--- src/sms_crt_pkg.sv ---
// Shared types, codes and constants of the multipart SMS reassembly table.
// No dependencies; every other file of the block but the interfaces and the RAM refers to this package.
`timescale 1ns / 1ps

package sms_crt_pkg;

    localparam int NUM_SLOTS = 8;
    localparam int SLOT_W    = 3;
    localparam int MAX_PARTS = 16;
    localparam int PIDX_W    = 4;
    localparam int RECV_W    = 5;
    localparam int HANDLE_W  = 16;
    localparam int RAM_DEPTH = NUM_SLOTS * MAX_PARTS;

    localparam logic [31:0] TIMEOUT_RESET = 32'd60000;

    localparam logic       CMD_SWEEP      = 1'b1;
    localparam logic [7:0] DCS_GROUP_MASK = 8'hC0;
    localparam logic [7:0] DCS_CLASS_FLAG = 8'h10;
    localparam logic [7:0] DCS_CLASS_MASK = 8'h03;

    typedef enum logic [2:0] {
        KIND_PASS    = 3'd0,
        KIND_STORED  = 3'd1,
        KIND_DUP     = 3'd2,
        KIND_RANGE   = 3'd3,
        KIND_PART    = 3'd4,
        KIND_TIMEOUT = 3'd5
    } kind_t;

    typedef enum logic [1:0] {
        OP_PASS  = 2'd0,
        OP_SWEEP = 2'd1,
        OP_SEG   = 2'd2
    } op_t;

    typedef struct packed {
        op_t         op;
        logic [31:0] now_ms;
        logic [15:0] ref_number;
        logic [7:0]  part_number;
        logic [7:0]  total_parts;
        logic [63:0] sender_id;
        logic [15:0] text_handle;
        logic [31:0] sms_time;
        logic [2:0]  msg_class;
    } item_t;

    typedef struct packed {
        kind_t       kind;
        logic [2:0]  slot;
        logic [3:0]  part_index;
        logic        present;
        logic [15:0] handle;
        logic [63:0] sender;
        logic [15:0] ref_num;
        logic [31:0] tstamp;
        logic [2:0]  msg_class;
        logic        evicted;
        logic        last;
    } result_t;

    // Message class from the general coding group of the DCS byte.
    function automatic logic [2:0] class_of(input logic [7:0] dcs);
        logic [2:0] c;
        c = 3'd0;
        if (((dcs & DCS_GROUP_MASK) == 8'h00) && ((dcs & DCS_CLASS_FLAG) != 8'h00))
        begin
            c = {1'b0, dcs[1:0] & DCS_CLASS_MASK[1:0]} + 3'd1;
        end
        return c;
    endfunction

endpackage

--- src/sms_crt_ifs.sv ---
// Handshake channel interfaces of the reassembly table: segments in,
// results out and the timeout register write. Uses no package.
`timescale 1ns / 1ps

interface sms_crt_in_if;
    logic        valid;
    logic        ready;
    logic        command;
    logic [31:0] now_ms;
    logic [15:0] ref_number;
    logic [7:0]  part_number;
    logic [7:0]  total_parts;
    logic [63:0] sender_id;
    logic [15:0] text_handle;
    logic [31:0] sms_time;
    logic [7:0]  dcs;
    modport source (output valid, command, now_ms, ref_number, part_number, total_parts,
                    sender_id, text_handle, sms_time, dcs, input ready);
    modport sink   (input valid, command, now_ms, ref_number, part_number, total_parts,
                    sender_id, text_handle, sms_time, dcs, output ready);
endinterface

interface sms_crt_out_if;
    logic        valid;
    logic        ready;
    logic [2:0]  kind;
    logic [2:0]  slot;
    logic [3:0]  part_index;
    logic        part_present;
    logic [15:0] out_handle;
    logic [63:0] out_sender;
    logic [15:0] out_ref;
    logic [31:0] out_time;
    logic [2:0]  msg_class;
    logic        slot_evicted;
    logic        last;
    modport source (output valid, kind, slot, part_index, part_present, out_handle,
                    out_sender, out_ref, out_time, msg_class, slot_evicted, last,
                    input ready);
    modport sink   (input valid, kind, slot, part_index, part_present, out_handle,
                    out_sender, out_ref, out_time, msg_class, slot_evicted, last,
                    output ready);
endinterface

interface sms_crt_cfg_if;
    logic        valid;
    logic        ready;
    logic [31:0] data;
    modport source (output valid, data, input ready);
    modport sink   (input valid, data, output ready);
endinterface

--- src/sms_crt_ram.sv ---
// Generic single-write, single-read RAM with a registered read port.
// No dependencies.
`timescale 1ns / 1ps

module sms_crt_ram #(
    parameter int WIDTH = 16,
    parameter int DEPTH = 128
) (
    input  logic                     clk,
    input  logic                     wr_en,
    input  logic [$clog2(DEPTH)-1:0] wr_addr,
    input  logic [WIDTH-1:0]         wr_data,
    input  logic                     rd_en,
    input  logic [$clog2(DEPTH)-1:0] rd_addr,
    output logic [WIDTH-1:0]         rd_data
);

    logic [WIDTH-1:0] mem_reg [DEPTH];
    logic [WIDTH-1:0] rd_data_reg;

    always_ff @(posedge clk)
    begin
        if (wr_en)
        begin
            mem_reg[wr_addr] <= wr_data;
        end
        if (rd_en)
        begin
            rd_data_reg <= mem_reg[rd_addr];
        end
    end

    assign rd_data = rd_data_reg;

endmodule

--- src/sms_crt_fifo.sv ---
// Short queue of classified items between the front and the back part.
// Depends on sms_crt_pkg for the item type.
`timescale 1ns / 1ps

module sms_crt_fifo #(
    parameter int DEPTH = 2
) (
    input  logic                clk,
    input  logic                rst_n,
    input  logic                push,
    input  sms_crt_pkg::item_t  push_item,
    output logic                full,
    input  logic                pop,
    output logic                head_valid,
    output sms_crt_pkg::item_t  head_item
);

    localparam int PTR_W = (DEPTH > 1) ? $clog2(DEPTH) : 1;
    localparam int CNT_W = $clog2(DEPTH + 1);

    sms_crt_pkg::item_t mem_reg [DEPTH];
    logic [PTR_W-1:0]   wr_ptr_reg;
    logic [PTR_W-1:0]   rd_ptr_reg;
    logic [CNT_W-1:0]   count_reg;

    assign full       = (count_reg == CNT_W'(DEPTH));
    assign head_valid = (count_reg != '0);
    assign head_item  = mem_reg[rd_ptr_reg];

    always_ff @(posedge clk)
    begin
        if (push && !full)
        begin
            mem_reg[wr_ptr_reg] <= push_item;
        end
    end

    always_ff @(posedge clk or negedge rst_n)
    begin
        if (!rst_n)
        begin
            wr_ptr_reg <= '0;
            rd_ptr_reg <= '0;
            count_reg  <= '0;
        end
        else
        begin
            if (push && !full)
            begin
                wr_ptr_reg <= (wr_ptr_reg == PTR_W'(DEPTH - 1)) ? '0 : wr_ptr_reg + 1'b1;
            end
            if (pop && head_valid)
            begin
                rd_ptr_reg <= (rd_ptr_reg == PTR_W'(DEPTH - 1)) ? '0 : rd_ptr_reg + 1'b1;
            end
            if ((push && !full) && !(pop && head_valid))
            begin
                count_reg <= count_reg + 1'b1;
            end
            else if (!(push && !full) && (pop && head_valid))
            begin
                count_reg <= count_reg - 1'b1;
            end
        end
    end

endmodule

--- src/sms_crt_front.sv ---
// Front part: accepts segment and sweep items and classifies them.
// Depends on sms_crt_pkg and the channel interfaces.
`timescale 1ns / 1ps

module sms_crt_front (
    sms_crt_in_if.sink          seg_in,
    input  logic                q_full,
    output logic                q_push,
    output sms_crt_pkg::item_t  q_item
);

    assign seg_in.ready = !q_full;
    assign q_push       = seg_in.valid && !q_full;

    always_comb
    begin
        q_item.now_ms      = seg_in.now_ms;
        q_item.ref_number  = seg_in.ref_number;
        q_item.part_number = seg_in.part_number;
        q_item.total_parts = seg_in.total_parts;
        q_item.sender_id   = seg_in.sender_id;
        q_item.text_handle = seg_in.text_handle;
        q_item.sms_time    = seg_in.sms_time;
        q_item.msg_class   = sms_crt_pkg::class_of(seg_in.dcs);
        // Segments that are not part of a concatenation bypass the table.
        if (seg_in.command == sms_crt_pkg::CMD_SWEEP)
        begin
            q_item.op = sms_crt_pkg::OP_SWEEP;
        end
        else if ((seg_in.total_parts <= 8'd1) || (seg_in.part_number == 8'd0))
        begin
            q_item.op = sms_crt_pkg::OP_PASS;
        end
        else
        begin
            q_item.op = sms_crt_pkg::OP_SEG;
        end
    end

endmodule

--- src/sms_crt_back.sv ---
// Back part: slot table, search, store, assembly and sweep sequencer.
// Depends on sms_crt_pkg, the channel interfaces and sms_crt_ram.
`timescale 1ns / 1ps

module sms_crt_back (
    input  logic                clk,
    input  logic                rst_n,
    input  logic [31:0]         timeout_ms,
    input  logic                q_valid,
    input  sms_crt_pkg::item_t  q_item,
    output logic                q_pop,
    sms_crt_out_if.source       res_out
);

    localparam int NS = sms_crt_pkg::NUM_SLOTS;
    localparam int SW = sms_crt_pkg::SLOT_W;
    localparam int MP = sms_crt_pkg::MAX_PARTS;
    localparam int PW = sms_crt_pkg::PIDX_W;
    localparam int RW = sms_crt_pkg::RECV_W;
    localparam int AW = $clog2(sms_crt_pkg::RAM_DEPTH);

    typedef enum logic [3:0] {
        ST_IDLE, ST_SWEEP_SCAN, ST_SWEEP_EMIT, ST_SEARCH, ST_ALLOC,
        ST_CHECK, ST_ASM_RD, ST_ASM_EMIT, ST_EMIT1
    } state_t;

    state_t                 state_reg;
    sms_crt_pkg::item_t     item_reg;
    sms_crt_pkg::result_t   res_reg;
    sms_crt_pkg::result_t   res_next;
    sms_crt_pkg::kind_t     pend_kind_reg;
    logic                   out_valid_reg;
    logic [SW-1:0]          scan_reg;
    logic [SW-1:0]          slot_reg;
    logic                   evicted_reg;
    logic                   match_found_reg;
    logic [SW-1:0]          match_slot_reg;
    logic                   free_found_reg;
    logic [SW-1:0]          free_slot_reg;
    logic [31:0]            best_age_reg;
    logic [SW-1:0]          best_slot_reg;
    logic [NS-1:0]          exp_reg;
    logic [PW-1:0]          asm_i_reg;

    logic                   busy_reg   [NS];
    logic [RW-1:0]          trecv_reg  [NS];
    logic [MP-1:0]          tvalid_reg [NS];
    logic [15:0]            tref_reg   [NS];
    logic [63:0]            tsender_reg[NS];
    logic [7:0]             ttotal_reg [NS];
    logic [31:0]            tstart_reg [NS];
    logic [31:0]            tfirst_reg [NS];

    logic [SW-1:0]          ti;
    logic [31:0]            t_age;
    logic                   t_match;
    logic [7:0]             idx8;
    logic                   in_range;
    logic [PW-1:0]          pidx;
    logic [MP-1:0]          cur_valid;
    logic                   dup;
    logic [RW-1:0]          recv_inc;
    logic                   complete;
    logic [SW-1:0]          alloc_slot;
    logic                   alloc_evict;
    logic [SW-1:0]          sweep_s;
    logic [NS-1:0]          exp_rest;
    logic                   asm_last;
    logic                   out_free;
    logic                   res_load;
    logic                   store_en;
    logic [15:0]            ram_rdata;

    function automatic logic [SW-1:0] lowest_set(input logic [NS-1:0] v);
        logic [SW-1:0] r;
        r = '0;
        for (int i = NS - 1; i >= 0; i--)
        begin
            if (v[i])
            begin
                r = SW'(i);
            end
        end
        return r;
    endfunction

    // One table read address, shared by the scans and the per-item work.
    always_comb
    begin
        case (state_reg)
            ST_SEARCH, ST_SWEEP_SCAN: ti = scan_reg;
            ST_SWEEP_EMIT:            ti = sweep_s;
            default:                  ti = slot_reg;
        endcase
    end

    assign sweep_s  = lowest_set(exp_reg);
    assign exp_rest = exp_reg & ~(NS'(1) << sweep_s);
    assign t_age    = item_reg.now_ms - tstart_reg[ti];
    assign t_match  = busy_reg[ti] && (tref_reg[ti] == item_reg.ref_number)
                      && (ttotal_reg[ti] == item_reg.total_parts)
                      && (tsender_reg[ti] == item_reg.sender_id);
    assign idx8      = item_reg.part_number - 8'd1;
    assign in_range  = (idx8 < 8'(MP));
    assign pidx      = idx8[PW-1:0];
    assign cur_valid = tvalid_reg[slot_reg];
    assign dup       = cur_valid[pidx];
    assign recv_inc  = trecv_reg[slot_reg] + RW'(1);
    assign complete  = (8'(recv_inc) == item_reg.total_parts);
    assign alloc_slot  = match_found_reg ? match_slot_reg :
                         (free_found_reg ? free_slot_reg : best_slot_reg);
    assign alloc_evict = !match_found_reg && !free_found_reg;
    assign asm_last  = ((8'(asm_i_reg) + 8'd1) == item_reg.total_parts);
    assign out_free  = !out_valid_reg || res_out.ready;
    assign q_pop     = (state_reg == ST_IDLE) && q_valid;
    assign store_en  = (state_reg == ST_CHECK) && in_range && !dup;
    assign res_load  = out_free && (((state_reg == ST_SWEEP_EMIT) && (exp_reg != '0))
                       || (state_reg == ST_ASM_EMIT) || (state_reg == ST_EMIT1));

    sms_crt_ram #(
        .WIDTH (sms_crt_pkg::HANDLE_W),
        .DEPTH (sms_crt_pkg::RAM_DEPTH)
    ) u_handles (
        .clk     (clk),
        .wr_en   (store_en),
        .wr_addr (AW'({slot_reg, pidx})),
        .wr_data (item_reg.text_handle),
        .rd_en   (state_reg == ST_ASM_RD),
        .rd_addr (AW'({slot_reg, asm_i_reg})),
        .rd_data (ram_rdata)
    );

    always_comb
    begin
        res_next           = res_reg;
        res_next.slot      = ti;
        res_next.part_index = '0;
        res_next.present   = 1'b0;
        res_next.handle    = '0;
        res_next.sender    = item_reg.sender_id;
        res_next.ref_num   = item_reg.ref_number;
        res_next.tstamp    = item_reg.sms_time;
        res_next.msg_class = item_reg.msg_class;
        res_next.evicted   = evicted_reg;
        res_next.last      = 1'b1;
        res_next.kind      = pend_kind_reg;
        case (state_reg)
            ST_SWEEP_EMIT:
            begin
                res_next.kind      = sms_crt_pkg::KIND_TIMEOUT;
                res_next.sender    = tsender_reg[ti];
                res_next.ref_num   = tref_reg[ti];
                res_next.tstamp    = tfirst_reg[ti];
                res_next.msg_class = '0;
                res_next.evicted   = 1'b0;
                res_next.last      = (exp_rest == '0);
            end
            ST_ASM_EMIT:
            begin
                res_next.kind       = sms_crt_pkg::KIND_PART;
                res_next.part_index = asm_i_reg;
                res_next.present    = cur_valid[asm_i_reg];
                res_next.handle     = cur_valid[asm_i_reg] ? ram_rdata : '0;
                res_next.sender     = tsender_reg[ti];
                res_next.ref_num    = tref_reg[ti];
                res_next.tstamp     = tfirst_reg[ti];
                res_next.last       = asm_last;
            end
            ST_EMIT1:
            begin
                if (pend_kind_reg == sms_crt_pkg::KIND_PASS)
                begin
                    res_next.slot    = '0;
                    res_next.handle  = item_reg.text_handle;
                    res_next.evicted = 1'b0;
                end
                else if (pend_kind_reg != sms_crt_pkg::KIND_RANGE)
                begin
                    res_next.part_index = pidx;
                end
            end
            default:
            begin
                res_next = res_reg;
            end
        endcase
    end

    // Sequencer and control state of the table.
    always_ff @(posedge clk or negedge rst_n)
    begin
        if (!rst_n)
        begin
            state_reg       <= ST_IDLE;
            pend_kind_reg   <= sms_crt_pkg::KIND_PASS;
            out_valid_reg   <= 1'b0;
            scan_reg        <= '0;
            slot_reg        <= '0;
            evicted_reg     <= 1'b0;
            match_found_reg <= 1'b0;
            match_slot_reg  <= '0;
            free_found_reg  <= 1'b0;
            free_slot_reg   <= '0;
            exp_reg         <= '0;
            asm_i_reg       <= '0;
            for (int s = 0; s < NS; s++)
            begin
                busy_reg[s]   <= 1'b0;
                trecv_reg[s]  <= '0;
                tvalid_reg[s] <= '0;
            end
        end
        else
        begin
            if (res_load)
            begin
                out_valid_reg <= 1'b1;
            end
            else if (res_out.ready)
            begin
                out_valid_reg <= 1'b0;
            end

            case (state_reg)
                ST_IDLE:
                begin
                    if (q_valid)
                    begin
                        scan_reg        <= '0;
                        match_found_reg <= 1'b0;
                        free_found_reg  <= 1'b0;
                        case (q_item.op)
                            sms_crt_pkg::OP_SWEEP: state_reg <= ST_SWEEP_SCAN;
                            sms_crt_pkg::OP_SEG:   state_reg <= ST_SEARCH;
                            default:
                            begin
                                pend_kind_reg <= sms_crt_pkg::KIND_PASS;
                                state_reg     <= ST_EMIT1;
                            end
                        endcase
                    end
                end
                ST_SWEEP_SCAN:
                begin
                    exp_reg[ti] <= busy_reg[ti] && (t_age >= timeout_ms);
                    if (scan_reg == SW'(NS - 1))
                    begin
                        state_reg <= ST_SWEEP_EMIT;
                    end
                    else
                    begin
                        scan_reg <= scan_reg + 1'b1;
                    end
                end
                ST_SWEEP_EMIT:
                begin
                    if (exp_reg == '0)
                    begin
                        state_reg <= ST_IDLE;
                    end
                    else if (out_free)
                    begin
                        busy_reg[sweep_s]   <= 1'b0;
                        trecv_reg[sweep_s]  <= '0;
                        tvalid_reg[sweep_s] <= '0;
                        exp_reg             <= exp_rest;
                    end
                end
                ST_SEARCH:
                begin
                    if (t_match && !match_found_reg)
                    begin
                        match_found_reg <= 1'b1;
                        match_slot_reg  <= scan_reg;
                    end
                    if (!busy_reg[ti] && !free_found_reg)
                    begin
                        free_found_reg <= 1'b1;
                        free_slot_reg  <= scan_reg;
                    end
                    if (scan_reg == SW'(NS - 1))
                    begin
                        state_reg <= ST_ALLOC;
                    end
                    else
                    begin
                        scan_reg <= scan_reg + 1'b1;
                    end
                end
                ST_ALLOC:
                begin
                    slot_reg    <= alloc_slot;
                    evicted_reg <= alloc_evict;
                    if (!match_found_reg)
                    begin
                        busy_reg[alloc_slot]   <= 1'b1;
                        trecv_reg[alloc_slot]  <= '0;
                        tvalid_reg[alloc_slot] <= '0;
                    end
                    state_reg <= ST_CHECK;
                end
                ST_CHECK:
                begin
                    if (!in_range)
                    begin
                        pend_kind_reg <= sms_crt_pkg::KIND_RANGE;
                        state_reg     <= ST_EMIT1;
                    end
                    else if (dup)
                    begin
                        pend_kind_reg <= sms_crt_pkg::KIND_DUP;
                        state_reg     <= ST_EMIT1;
                    end
                    else
                    begin
                        tvalid_reg[slot_reg][pidx] <= 1'b1;
                        trecv_reg[slot_reg]        <= recv_inc;
                        if (complete)
                        begin
                            asm_i_reg <= '0;
                            state_reg <= ST_ASM_RD;
                        end
                        else
                        begin
                            pend_kind_reg <= sms_crt_pkg::KIND_STORED;
                            state_reg     <= ST_EMIT1;
                        end
                    end
                end
                ST_ASM_RD:
                begin
                    state_reg <= ST_ASM_EMIT;
                end
                ST_ASM_EMIT:
                begin
                    if (out_free)
                    begin
                        if (asm_last)
                        begin
                            busy_reg[slot_reg]   <= 1'b0;
                            trecv_reg[slot_reg]  <= '0;
                            tvalid_reg[slot_reg] <= '0;
                            state_reg            <= ST_IDLE;
                        end
                        else
                        begin
                            asm_i_reg <= asm_i_reg + 1'b1;
                            state_reg <= ST_ASM_RD;
                        end
                    end
                end
                ST_EMIT1:
                begin
                    if (out_free)
                    begin
                        state_reg <= ST_IDLE;
                    end
                end
                default:
                begin
                    state_reg <= ST_IDLE;
                end
            endcase
        end
    end

    // Payload: current item, slot fields, oldest-slot tracking and result.
    always_ff @(posedge clk)
    begin
        if (q_pop)
        begin
            item_reg <= q_item;
        end
        if (state_reg == ST_SEARCH)
        begin
            if ((scan_reg == '0) || (t_age > best_age_reg))
            begin
                best_age_reg  <= t_age;
                best_slot_reg <= scan_reg;
            end
        end
        if ((state_reg == ST_ALLOC) && !match_found_reg)
        begin
            tref_reg[alloc_slot]    <= item_reg.ref_number;
            tsender_reg[alloc_slot] <= item_reg.sender_id;
            ttotal_reg[alloc_slot]  <= item_reg.total_parts;
            tstart_reg[alloc_slot]  <= item_reg.now_ms;
            tfirst_reg[alloc_slot]  <= '0;
        end
        if (store_en && (recv_inc == RW'(1)))
        begin
            tfirst_reg[slot_reg] <= item_reg.sms_time;
        end
        if (res_load)
        begin
            res_reg <= res_next;
        end
    end

    assign res_out.valid        = out_valid_reg;
    assign res_out.kind         = res_reg.kind;
    assign res_out.slot         = res_reg.slot;
    assign res_out.part_index   = res_reg.part_index;
    assign res_out.part_present = res_reg.present;
    assign res_out.out_handle   = res_reg.handle;
    assign res_out.out_sender   = res_reg.sender;
    assign res_out.out_ref      = res_reg.ref_num;
    assign res_out.out_time     = res_reg.tstamp;
    assign res_out.msg_class    = res_reg.msg_class;
    assign res_out.slot_evicted = res_reg.evicted;
    assign res_out.last         = res_reg.last;

endmodule

--- src/sms_concat_reassembly_table_top.sv ---
// Top level of the multipart SMS reassembly table.
// Depends on sms_crt_pkg, the channel interfaces, sms_crt_front,
// sms_crt_fifo and sms_crt_back.
//
// Usage:
// The seg_in channel carries one item per decoded segment or per timeout
// sweep command. The res_out channel returns the result items that each
// input item causes, the final one of them marked by last; a sweep that
// frees no slot returns nothing. The cfg_wr channel writes the timeout in
// milliseconds; it is always ready and is meant to be written while idle.
// In the back part, a pass-through segment goes from idle straight to
// its result. A concatenated segment scans the eight slots one per
// cycle, then allocates and checks before its result. A completing
// segment then reads and emits each assembled part in turn, bound by
// the registered read of the handle memory. A sweep scans all slots,
// frees the expired ones one at a time and then finishes. The slot
// scan sets the typical rate.
// The front part takes a new item while the back part works, until the
// queue of QUEUE_DEPTH items is full. When the receiver stalls, the result
// register holds its item and the back part waits; the front keeps
// accepting into the queue. Reset empties the table and the queue and
// sets the timeout to 60000 ms; no clearing pass is needed.
`timescale 1ns / 1ps

module sms_concat_reassembly_table_top #(
    parameter int QUEUE_DEPTH = 2
) (
    input  logic          clk,
    input  logic          rst_n,
    sms_crt_in_if.sink    seg_in,
    sms_crt_out_if.source res_out,
    sms_crt_cfg_if.sink   cfg_wr
);

    logic               q_full;
    logic               q_push;
    logic               q_pop;
    logic               q_valid;
    sms_crt_pkg::item_t q_in_item;
    sms_crt_pkg::item_t q_head_item;
    logic [31:0]        timeout_reg;

    // The timeout register takes a write at any cycle.
    assign cfg_wr.ready = 1'b1;

    always_ff @(posedge clk or negedge rst_n)
    begin
        if (!rst_n)
        begin
            timeout_reg <= sms_crt_pkg::TIMEOUT_RESET;
        end
        else if (cfg_wr.valid)
        begin
            timeout_reg <= cfg_wr.data;
        end
    end

    sms_crt_front u_front (
        .seg_in (seg_in),
        .q_full (q_full),
        .q_push (q_push),
        .q_item (q_in_item)
    );

    sms_crt_fifo #(
        .DEPTH (QUEUE_DEPTH)
    ) u_queue (
        .clk        (clk),
        .rst_n      (rst_n),
        .push       (q_push),
        .push_item  (q_in_item),
        .full       (q_full),
        .pop        (q_pop),
        .head_valid (q_valid),
        .head_item  (q_head_item)
    );

    sms_crt_back u_back (
        .clk        (clk),
        .rst_n      (rst_n),
        .timeout_ms (timeout_reg),
        .q_valid    (q_valid),
        .q_item     (q_head_item),
        .q_pop      (q_pop),
        .res_out    (res_out)
    );

endmodule

--- src/flat_wrapper.sv ---
// flat-port wrapper written by rule: the top's interface ports become plain ports
module sms_concat_reassembly_table_top_flat 
#(
    parameter int QUEUE_DEPTH = 2
)
  (clk, rst_n, seg_in_valid, seg_in_command, seg_in_now_ms, seg_in_ref_number, seg_in_part_number, seg_in_total_parts, seg_in_sender_id, seg_in_text_handle, seg_in_sms_time, seg_in_dcs, seg_in_ready, res_out_valid, res_out_kind, res_out_slot, res_out_part_index, res_out_part_present, res_out_out_handle, res_out_out_sender, res_out_out_ref, res_out_out_time, res_out_msg_class, res_out_slot_evicted, res_out_last, res_out_ready, cfg_wr_valid, cfg_wr_data, cfg_wr_ready);
  sms_crt_in_if seg_in_i ();
  sms_crt_out_if res_out_i ();
  sms_crt_cfg_if cfg_wr_i ();
  input  logic clk;
  input  logic rst_n;
  input wire logic [$bits(seg_in_i.valid)-1:0] seg_in_valid;
  input wire logic [$bits(seg_in_i.command)-1:0] seg_in_command;
  input wire logic [$bits(seg_in_i.now_ms)-1:0] seg_in_now_ms;
  input wire logic [$bits(seg_in_i.ref_number)-1:0] seg_in_ref_number;
  input wire logic [$bits(seg_in_i.part_number)-1:0] seg_in_part_number;
  input wire logic [$bits(seg_in_i.total_parts)-1:0] seg_in_total_parts;
  input wire logic [$bits(seg_in_i.sender_id)-1:0] seg_in_sender_id;
  input wire logic [$bits(seg_in_i.text_handle)-1:0] seg_in_text_handle;
  input wire logic [$bits(seg_in_i.sms_time)-1:0] seg_in_sms_time;
  input wire logic [$bits(seg_in_i.dcs)-1:0] seg_in_dcs;
  output wire logic [$bits(seg_in_i.ready)-1:0] seg_in_ready;
  output wire logic [$bits(res_out_i.valid)-1:0] res_out_valid;
  output wire logic [$bits(res_out_i.kind)-1:0] res_out_kind;
  output wire logic [$bits(res_out_i.slot)-1:0] res_out_slot;
  output wire logic [$bits(res_out_i.part_index)-1:0] res_out_part_index;
  output wire logic [$bits(res_out_i.part_present)-1:0] res_out_part_present;
  output wire logic [$bits(res_out_i.out_handle)-1:0] res_out_out_handle;
  output wire logic [$bits(res_out_i.out_sender)-1:0] res_out_out_sender;
  output wire logic [$bits(res_out_i.out_ref)-1:0] res_out_out_ref;
  output wire logic [$bits(res_out_i.out_time)-1:0] res_out_out_time;
  output wire logic [$bits(res_out_i.msg_class)-1:0] res_out_msg_class;
  output wire logic [$bits(res_out_i.slot_evicted)-1:0] res_out_slot_evicted;
  output wire logic [$bits(res_out_i.last)-1:0] res_out_last;
  input wire logic [$bits(res_out_i.ready)-1:0] res_out_ready;
  input wire logic [$bits(cfg_wr_i.valid)-1:0] cfg_wr_valid;
  input wire logic [$bits(cfg_wr_i.data)-1:0] cfg_wr_data;
  output wire logic [$bits(cfg_wr_i.ready)-1:0] cfg_wr_ready;
  assign seg_in_i.valid = seg_in_valid;
  assign seg_in_i.command = seg_in_command;
  assign seg_in_i.now_ms = seg_in_now_ms;
  assign seg_in_i.ref_number = seg_in_ref_number;
  assign seg_in_i.part_number = seg_in_part_number;
  assign seg_in_i.total_parts = seg_in_total_parts;
  assign seg_in_i.sender_id = seg_in_sender_id;
  assign seg_in_i.text_handle = seg_in_text_handle;
  assign seg_in_i.sms_time = seg_in_sms_time;
  assign seg_in_i.dcs = seg_in_dcs;
  assign seg_in_ready = seg_in_i.ready;
  assign res_out_valid = res_out_i.valid;
  assign res_out_kind = res_out_i.kind;
  assign res_out_slot = res_out_i.slot;
  assign res_out_part_index = res_out_i.part_index;
  assign res_out_part_present = res_out_i.part_present;
  assign res_out_out_handle = res_out_i.out_handle;
  assign res_out_out_sender = res_out_i.out_sender;
  assign res_out_out_ref = res_out_i.out_ref;
  assign res_out_out_time = res_out_i.out_time;
  assign res_out_msg_class = res_out_i.msg_class;
  assign res_out_slot_evicted = res_out_i.slot_evicted;
  assign res_out_last = res_out_i.last;
  assign res_out_i.ready = res_out_ready;
  assign cfg_wr_i.valid = cfg_wr_valid;
  assign cfg_wr_i.data = cfg_wr_data;
  assign cfg_wr_ready = cfg_wr_i.ready;
  sms_concat_reassembly_table_top #(.QUEUE_DEPTH(QUEUE_DEPTH)) u_core (.clk(clk), .rst_n(rst_n), .seg_in(seg_in_i), .res_out(res_out_i), .cfg_wr(cfg_wr_i));
endmodule
--- config.mk ---
export PLATFORM = sky130hd
export DESIGN_NAME = sms_concat_reassembly_table_top_flat
export DESIGN_NICKNAME = d
export VERILOG_FILES = /design/src/sms_crt_pkg.sv /design/src/sms_crt_ifs.sv /design/src/sms_crt_ram.sv /design/src/sms_crt_fifo.sv /design/src/sms_crt_front.sv /design/src/sms_crt_back.sv /design/src/sms_concat_reassembly_table_top.sv /design/src/flat_wrapper.sv
export SDC_FILE = /design/constraint.sdc
export NUM_CORES = 2
export LEC_CHECK = 0
export CAP_MARGIN = 20
export CORE_MARGIN = 3
export CORE_UTILIZATION = 45
export CTS_CLUSTER_SIZE = 10
export DETAILED_ROUTE_END_ITERATION = 7
export DONT_BUFFER_PORTS = 1
export RECOVER_POWER = 50
export SLEW_MARGIN = 20
export SYNTH_ARGS = -nofsm -noshare
export SYNTH_HDL_FRONTEND = slang
export SYNTH_SLANG_ARGS = --single-unit
--- constraint.sdc ---
create_clock -name clk -period 8.93 [get_ports clk]
set_clock_uncertainty 0.1 [all_clocks]
set_input_delay 0.893 -clock clk [delete_from_list [all_inputs] [get_ports clk]]
set_output_delay 0.893 -clock clk [all_outputs]
set_load 0.01 [all_outputs]
Yosys cells after proc, flatten, opt, wreduce, memory -nomap -nowiden

Memory sizes are Yosys's and may differ from the RTL's. A register that Yosys moved wholly into a read port is not among the register bits.
Cells that the tools add are included.
Widths: inputs -> output; s select.

Add/sub/neg operators: 11
Order comparisons: 16
Equality and inequality tests: 38
Shift operators: 1
Muxes and demuxes: 142
Bitwise logic cells: 24
Reductions and logical operators: 82

Operators with widths:

| kind               | number |
|---|---|
| $mux 128           | 7 |
| $pmux 128 s4       | 1 |
| $and 128x128->128  | 3 |
| $not 128->128      | 3 |
| $mux 40            | 7 |
| $pmux 112 s2       | 1 |
| $demux 16 s3       | 4 |
| $pmux 40 s4        | 1 |
| $mux 16            | 8 |
| $or 128x128->128   | 1 |
| $and 40x40->40     | 3 |
| $not 40->40        | 3 |
| $eq 64x64->1       | 1 |
| $mux 4             | 16 |
| $mux 3             | 21 |
| $mux 8             | 7 |
| $bmux 16 s3        | 1 |
| $pmux 16 s3        | 1 |
| $demux 5 s3        | 3 |
| $bwmux 40          | 1 |
| $pmux 4 s9         | 1 |
| $ne 2x2->1 const B | 17 |
| $ge 32x32->1       | 1 |
| $gt 32x32->1       | 1 |
| other kinds (72)   | 201 |

Bits in registers: 605
Bits in writable memories: 3626
Input port bits: 222
Logic and storage cells: 382
Memories: 7

Memory list:

| memory                          | words | bits a word | rd ports | clocked after memory_dff | wr ports | line               | source |
|---|---|---|---|---|---|---|---|
| u_core.u_back.u_handles.mem_reg | 128   | 16          | 1        | 1                        | 1        | sms_crt_ram.sv:18  | `logic [WIDTH-1:0] mem_reg [DEPTH];` |
| u_core.u_back.tsender_reg       | 8     | 64          | 1        | 0                        | 1        | sms_crt_back.sv:49 | `logic [63:0] tsender_reg[NS];` |
| u_core.u_queue.mem_reg          | 2     | 181         | 1        | 0                        | 1        | sms_crt_fifo.sv:21 | `sms_crt_pkg::item_t mem_reg [DEPTH];` |
| u_core.u_back.tfirst_reg        | 8     | 32          | 1        | 0                        | 1        | sms_crt_back.sv:52 | `logic [31:0] tfirst_reg [NS];` |
| u_core.u_back.tstart_reg        | 8     | 32          | 1        | 0                        | 1        | sms_crt_back.sv:51 | `logic [31:0] tstart_reg [NS];` |
| u_core.u_back.tref_reg          | 8     | 16          | 1        | 0                        | 1        | sms_crt_back.sv:48 | `logic [15:0] tref_reg [NS];` |
| +1 memories                     | n/a   | n/a         | n/a      | n/a                      | n/a      | n/a                |  |

Logic depth before layout (Yosys ltp)

Word-level depth: 19
Gate-level depth with buffers: 42
Gate-level depth less buffers: 34

Modules after synthesis

Synthesis repeated with hierarchy kept, for this count alone.

Cell total of the unflattened synthesis: 9224
Area total of the unflattened synthesis: 168256.4 um^2

Modules (own cells, without submodules):

| module                          | times used | cells each | area an instance (um^2) | seq. area each (um^2) |
|---|---|---|---|---|
| sms_crt_ram                     | 1          | 3086       | 78683.0                 | 61979.4 |
| sms_crt_back                    | 1          | 5297       | 73421.7                 | 52520.4 |
| sms_crt_fifo                    | 1          | 582        | 13369.1                 | 10970.5 |
| sms_crt_front                   | 1          | 189        | 1417.6                  | 0.0 |
| sms_concat_reassembly_table_top | 1          | 70         | 1365.1                  | 809.5 |

Worst setup path after synthesis

No wires, ideal clock.

Kind: register -> register
Start: reg u_core.u_back.state_reg[2]
End: reg u_core.u_back.best_age_reg[0] (enable)
Library setup time: 0.439 ns
Arrival time: 8.787 ns
Required time: 8.391 ns
Setup slack: -0.396 ns
Stages on the path, launching flop included: 31
Clock period less this slack: 9.326 ns
Path through: dfrtp_1 -> buf_2 -> or2_1 -> nor2_1 -> o21ai_1 -> buf_2 -> clkbuf_1 -> a211oi_1 -> clkbuf_1 -> clkbuf_1 -> clkbuf_1 -> a22oi_1 -> and3_1 -> ha_1 -> nand3_1 -> o221ai_1 -> or4_1 -> a31oi_1 -> o21ai_0 -> o41ai_1 -> nor3_1 -> a2111oi_0 -> o21bai_1 -> xor2_1 -> ha_1 -> nand4_1 -> nor2_1 -> nand3_1 -> o21ai_0 -> o21ai_0 -> a21oi_1

Longest elaborated chain between the ends: 8
Elaborated cells on any way between the ends: 10
Classes of those cells: add/sub: 1; order compare: 1; eq/ne: 3; mux: 1; reduce/logical: 3; memory: 1

RTL lines:

| element                                         | line                | source |
|---|---|---|
| from (decl)                                     | sms_crt_back.sv:27  | `state_t state_reg;` |
| from (signal assigned)                          | sms_crt_back.sv:194 | `state_reg <= ST_IDLE;` |
| from (signal assigned)                          | sms_crt_back.sv:233 | `sms_crt_pkg::OP_SWEEP: state_reg <= ST_SWEEP_SCAN;` |
| from (signal assigned)                          | sms_crt_back.sv:234 | `sms_crt_pkg::OP_SEG: state_reg <= ST_SEARCH;` |
| $eq 4x2->1 / $eq 4x1->1 (equally long branches) | sms_crt_back.sv:90  | `case (state_reg)` |
| $reduce_or 2->1 (no source line)                | n/a                 |  |
| $pmux 3 s2 (*)                                  | sms_crt_back.sv:90  |  |
| $mem_v2 8x32 (*)                                | n/a                 |  |
| $sub 32x32->32 (*)                              | sms_crt_back.sv:99  | `assign t_age = item_reg.now_ms - tstart_reg[ti];` |
| named net u_core.u_back.t_age[29]               | sms_crt_back.sv:55  | `logic [31:0] t_age;` |
| $gt 32x32->1 (*)                                | sms_crt_back.sv:376 | `if ((scan_reg == '0) \|\| (t_age > best_age_reg))` |
| $logic_or 1x1->1 (*)                            | sms_crt_back.sv:376 |  |
| $reduce_and 2->1 (no source line) (*)           | n/a                 |  |
| to (signal assigned)                            | sms_crt_back.sv:378 | `best_age_reg <= t_age;` |
| to (decl)                                       | sms_crt_back.sv:40  | `logic [31:0] best_age_reg;` |

The timed path passes the listed nets; every way through them passes the cells marked *.
A chain may end at the register's enable or synchronous reset.

Final worst setup path

Start: reg u_core.u_back.state_reg[2]
End: reg u_core.u_back.best_age_reg[17] (enable)

The elaborated chain is that of the path after synthesis.

==> flow_metrics.py <==
metrics = {
    "floorplanning": {
        "die_area_mm2": 0.378,
        "chipHeight_um": 615,
        "num_rows": 222,
        "pin_count": 369,
        "dieWidth_um": 615,
        "core_mm2": 0.367,
        "initial_utilization_pct": 45.4,
    },
    "timing": {
        "hold_viol_final": 0,
        "setup_violations": 0,
        "tightestPinTransition_ns": 5.48,
        "period_share_pct": 94.2,
        "max_freq_mhz": 119,
        "drv_slew": 2283,
        "slew_headroom_pct": -265,
        "rsz0062_at_grt": "false",
        "fin_ws_ns": 0.514,
        "tns_ns": 0,
        "fin_crit_ns": 8.42,
    },
    "synth": {
        "yosysTopAreaCell": "edfxtp_1",
        "synthCells": 9066,
        "muxShareOfSynthArea_pct": 12.0,
        "synthDominantCellAreaShare_pct": 72.1,
        "yosysUniqueCellTypes": 98,
        "synthAdderAreaFrac_pct": 0.836,
        "yosysSeqAreaShare_pct": 75.8,
        "yosys.area_share.simple_pct": 4.22,
        "synth_area_leaders": "edfxtp_1 72%, mux4_2 9.0%, dfrtp_1 3.6%, nand2_1 1.5%, mux2_2 1.5%",
        "synth_fp_nets": 9398,
        "synth_compound_area_share_pct": 4.92,
        "yosysWarnings": 0,
        "synth_top_family_by_area": "multiplexers",
        "netlist_area_mm2": 0.167,
        "async_flop_share_pct": 5.79,
        "ys.flop_type": "edfxtp_1",
        "synth_edf_count": 4000,
        "syn_area_per_cell_um2": 18.4,
        "synth_xor_area_share_pct": 0.736,
        "synth-seq-cells": 4246,
    },
    "clocking": {
        "htree_levels": 5,
        "clockRootBuffer": "clkbuf_16",
        "cts_made_buffers": 474,
        "clock_latency_ns": 1.00,
        "clock_sinks": 4246,
        "clockBufferDepth": 4,
        "clkTransAtPathRegs_ns": 0.06,
        "tritoncts": "yes",
    },
    "worst_setup_path": {
        "cp_slowest_cell": "o41ai_2",
        "slowest_delay_ns": 0.50,
        "critPathMostFrequentCell": "o21ai_0",
        "cp.required_ns": 9.55,
        "crit_fanout": 32,
        "cp-start-kind": "flip-flop",
        "end_kind": "flip-flop",
        "arrival_ns": 9.04,
        "worstSetupPathType": "reg -> reg",
    },
    "grt": {
        "grt_max_degree": 247,
        "grt.overflow.total": 0,
        "grt_pass1_vias": 89900,
        "grt_usage_pct": 23.3,
        "grt_pass1_wl_mm": 647,
        "antenna_found_initial": 32,
    },
    "detailed_routing": {
        "drt-total-wl_mm": 449,
        "top_layer_used": "met5",
        "routedWlPerCell_um": 30.5,
        "firstDrtPassIters": 6,
        "route.met2.wl_mm": 222,
        "wl_met3_mm": 34.3,
        "drt_iter0_drc": 10100,
        "drc": 0,
        "via_per_inst": 6.01,
        "wl_met1_mm": 176,
        "vias": 88500,
        "ant_nets": 0,
    },
    "cells_and_area": {
        "final_cell_mix": "4000 x edfxtp_1, 668 x mux4_2, 665 x nand2_1, 479 x clkbuf_16, 439 x nor2_1",
        "fin_nets": 9946,
        "fill_cells": 29300,
        "area_growth_pct": 13.5,
        "drive_above_1_share_pct": 18.3,
        "final_common_cell": "edfxtp_1",
        "largest_reg_flops": 2048,
    },
    "power_and_ir_drop": {
        "p_leak_nw": 61.6,
        "cellPowerDensity_mw_per_mm2": 382,
        "vdd_drop_max_mv": 0.535,
    },
    "hold_path": {
        "hold_class": "in -> reg",
    },
    "outcome": {
        "outcome": "finished with violations",
        "violations": "max-capacitance violations, max-slew violations",
    },
    "placement": {
        "dp_slack_ns": 0.177,
        "place_congestion": 0.873,
        "hpwl_mm": 264,
        "portBuffers": 0,
    },
    "run": {
        "maxCapViolations": 36,
    },
}
==> stage by stage <==
stage	total power [W]	utilization, %	instances	instance area, µm²	hold slack, ns
2_1_floorplan	0.0452	-	9066	167000	0.342
3_3_place_gp	0.0547	47.3	13800	174000	0.356
3_5_place_dp	0.0552	47.3	13800	174000	0.366
4_1_cts	0.0725	51.5	14700	189000	0.0158
5_1_grt	0.0757	51.5	14700	189000	0.0252
6_report	0.0723	51.5	14700	189000	0.0355
==> per-layer routing <==
layer	vias up	GRT usage (%)
li1	37300	-
met1	46400	31.3
met2	3958	38.9
met3	849	3.73
met4	8	8.15
met5	-	0
==> synth_stat cells (18+ instances only) <==
library cell	count
a22oi_1	148
edfxtp_1	4000
o21a_1	26
a211oi_1	42
xor2_1	43
and2_1	44
a221oi_1	93
mux2_2	219
nor3_1	32
nor2_1	462
clkbuf_1	285
nand4_1	45
nand3_1	161
inv_1	100
o22ai_1	36
o21ai_0	248
buf_4	24
dfrtp_1	239
buf_6	21
a31oi_1	90
nand2b_1	22
xnor2_1	97
buf_1	102
o21ai_1	20
a21oi_1	314
mux2i_1	239
a22o_1	55
a21o_1	31
ha_1	109
and3_1	66
nor2b_1	23
buf_2	54
o211ai_1	18
nand2_1	666
mux4_2	668
==> timing repair <==
item	CTS	global route
setup endpoints to repair	0	43
hold endpoints to repair	634	0
hold buffers	213	0
buffers inserted	0	8
gates resized for setup	0	5
==> final timing paths <==
| kind | start | endpoint | slack, ns | cells past startpoint |
|---|---|---|---|---|
| min in group asynchronous | rst_n | u_core.timeout_reg[0] | 0.92 | 2 |
| max in group asynchronous | rst_n | u_core.u_back.tvalid_reg[86] | 1.49 | 3 |
| setup reg to reg | u_core.u_back.state_reg[2] | u_core.u_back.best_age_reg[17] | 0.51 | 32 |
| hold / removal | seg_in_valid | u_core.u_queue.wr_ptr_reg | 0.04 | 2 |
| setup / recovery | u_core.u_back.state_reg[2] | u_core.u_back.best_age_reg[17] | 0.51 | 32 |
| hold reg to reg | u_core.u_back.tvalid_reg[90] | u_core.u_back.tvalid_reg[90] | 0.37 | 2 |
==> kinds of logic (layout without fill, tap and decap cells) <==
family | after synthesis | count (layout)
xor+xnor | 140 | 140
compound gates | 1252 | 1252
mux | 1130 | 1130
simple gates | 1596 | 1596
fa+ha+maj | 111 | 111
buf+inv | 590 | 1306
other cells | 1 | 15
flops | 4246 | 4246
==> power by group <==
part	switching (W)	internal, W	leakage, nW	total [W]
Clock	0.00734	0.00970	6.32	0.0170
Combinational	0.0178	0.00965	15.7	0.0274
Sequential	0.00173	0.0261	39.6	0.0279
Total	0.0268	0.0455	61.6	0.0723
==> final cells by class <==
| type | count | area (µm²) | share of cell area, % |
|---|---|---|---|
| sequential | 4246 | 126000 | 66.8 |
| multi-input combinational | 4230 | 38200 | 20.2 |
| clock buffer | 601 | 12500 | 6.59 |
| tap | 4928 | 6170 | 3.26 |
| timing repair buffer | 559 | 4970 | 2.63 |
| clock inverter | 43 | 553 | 0.292 |
| inverter | 103 | 402 | 0.212 |
| antenna | 14 | 35.0 | 0.0185 |
==> worst max-delay path: cells and delay by family, from the launching register on <==
family          cells  cell delay [ns]
simple gates       11             2.51
buf+inv             4             0.95
flops               1             0.49
compound gates     14             3.22
xor+xnor            1             0.17
fa+ha+maj           2             0.66
No activity file was read; power rests on OpenSTA's default activity.
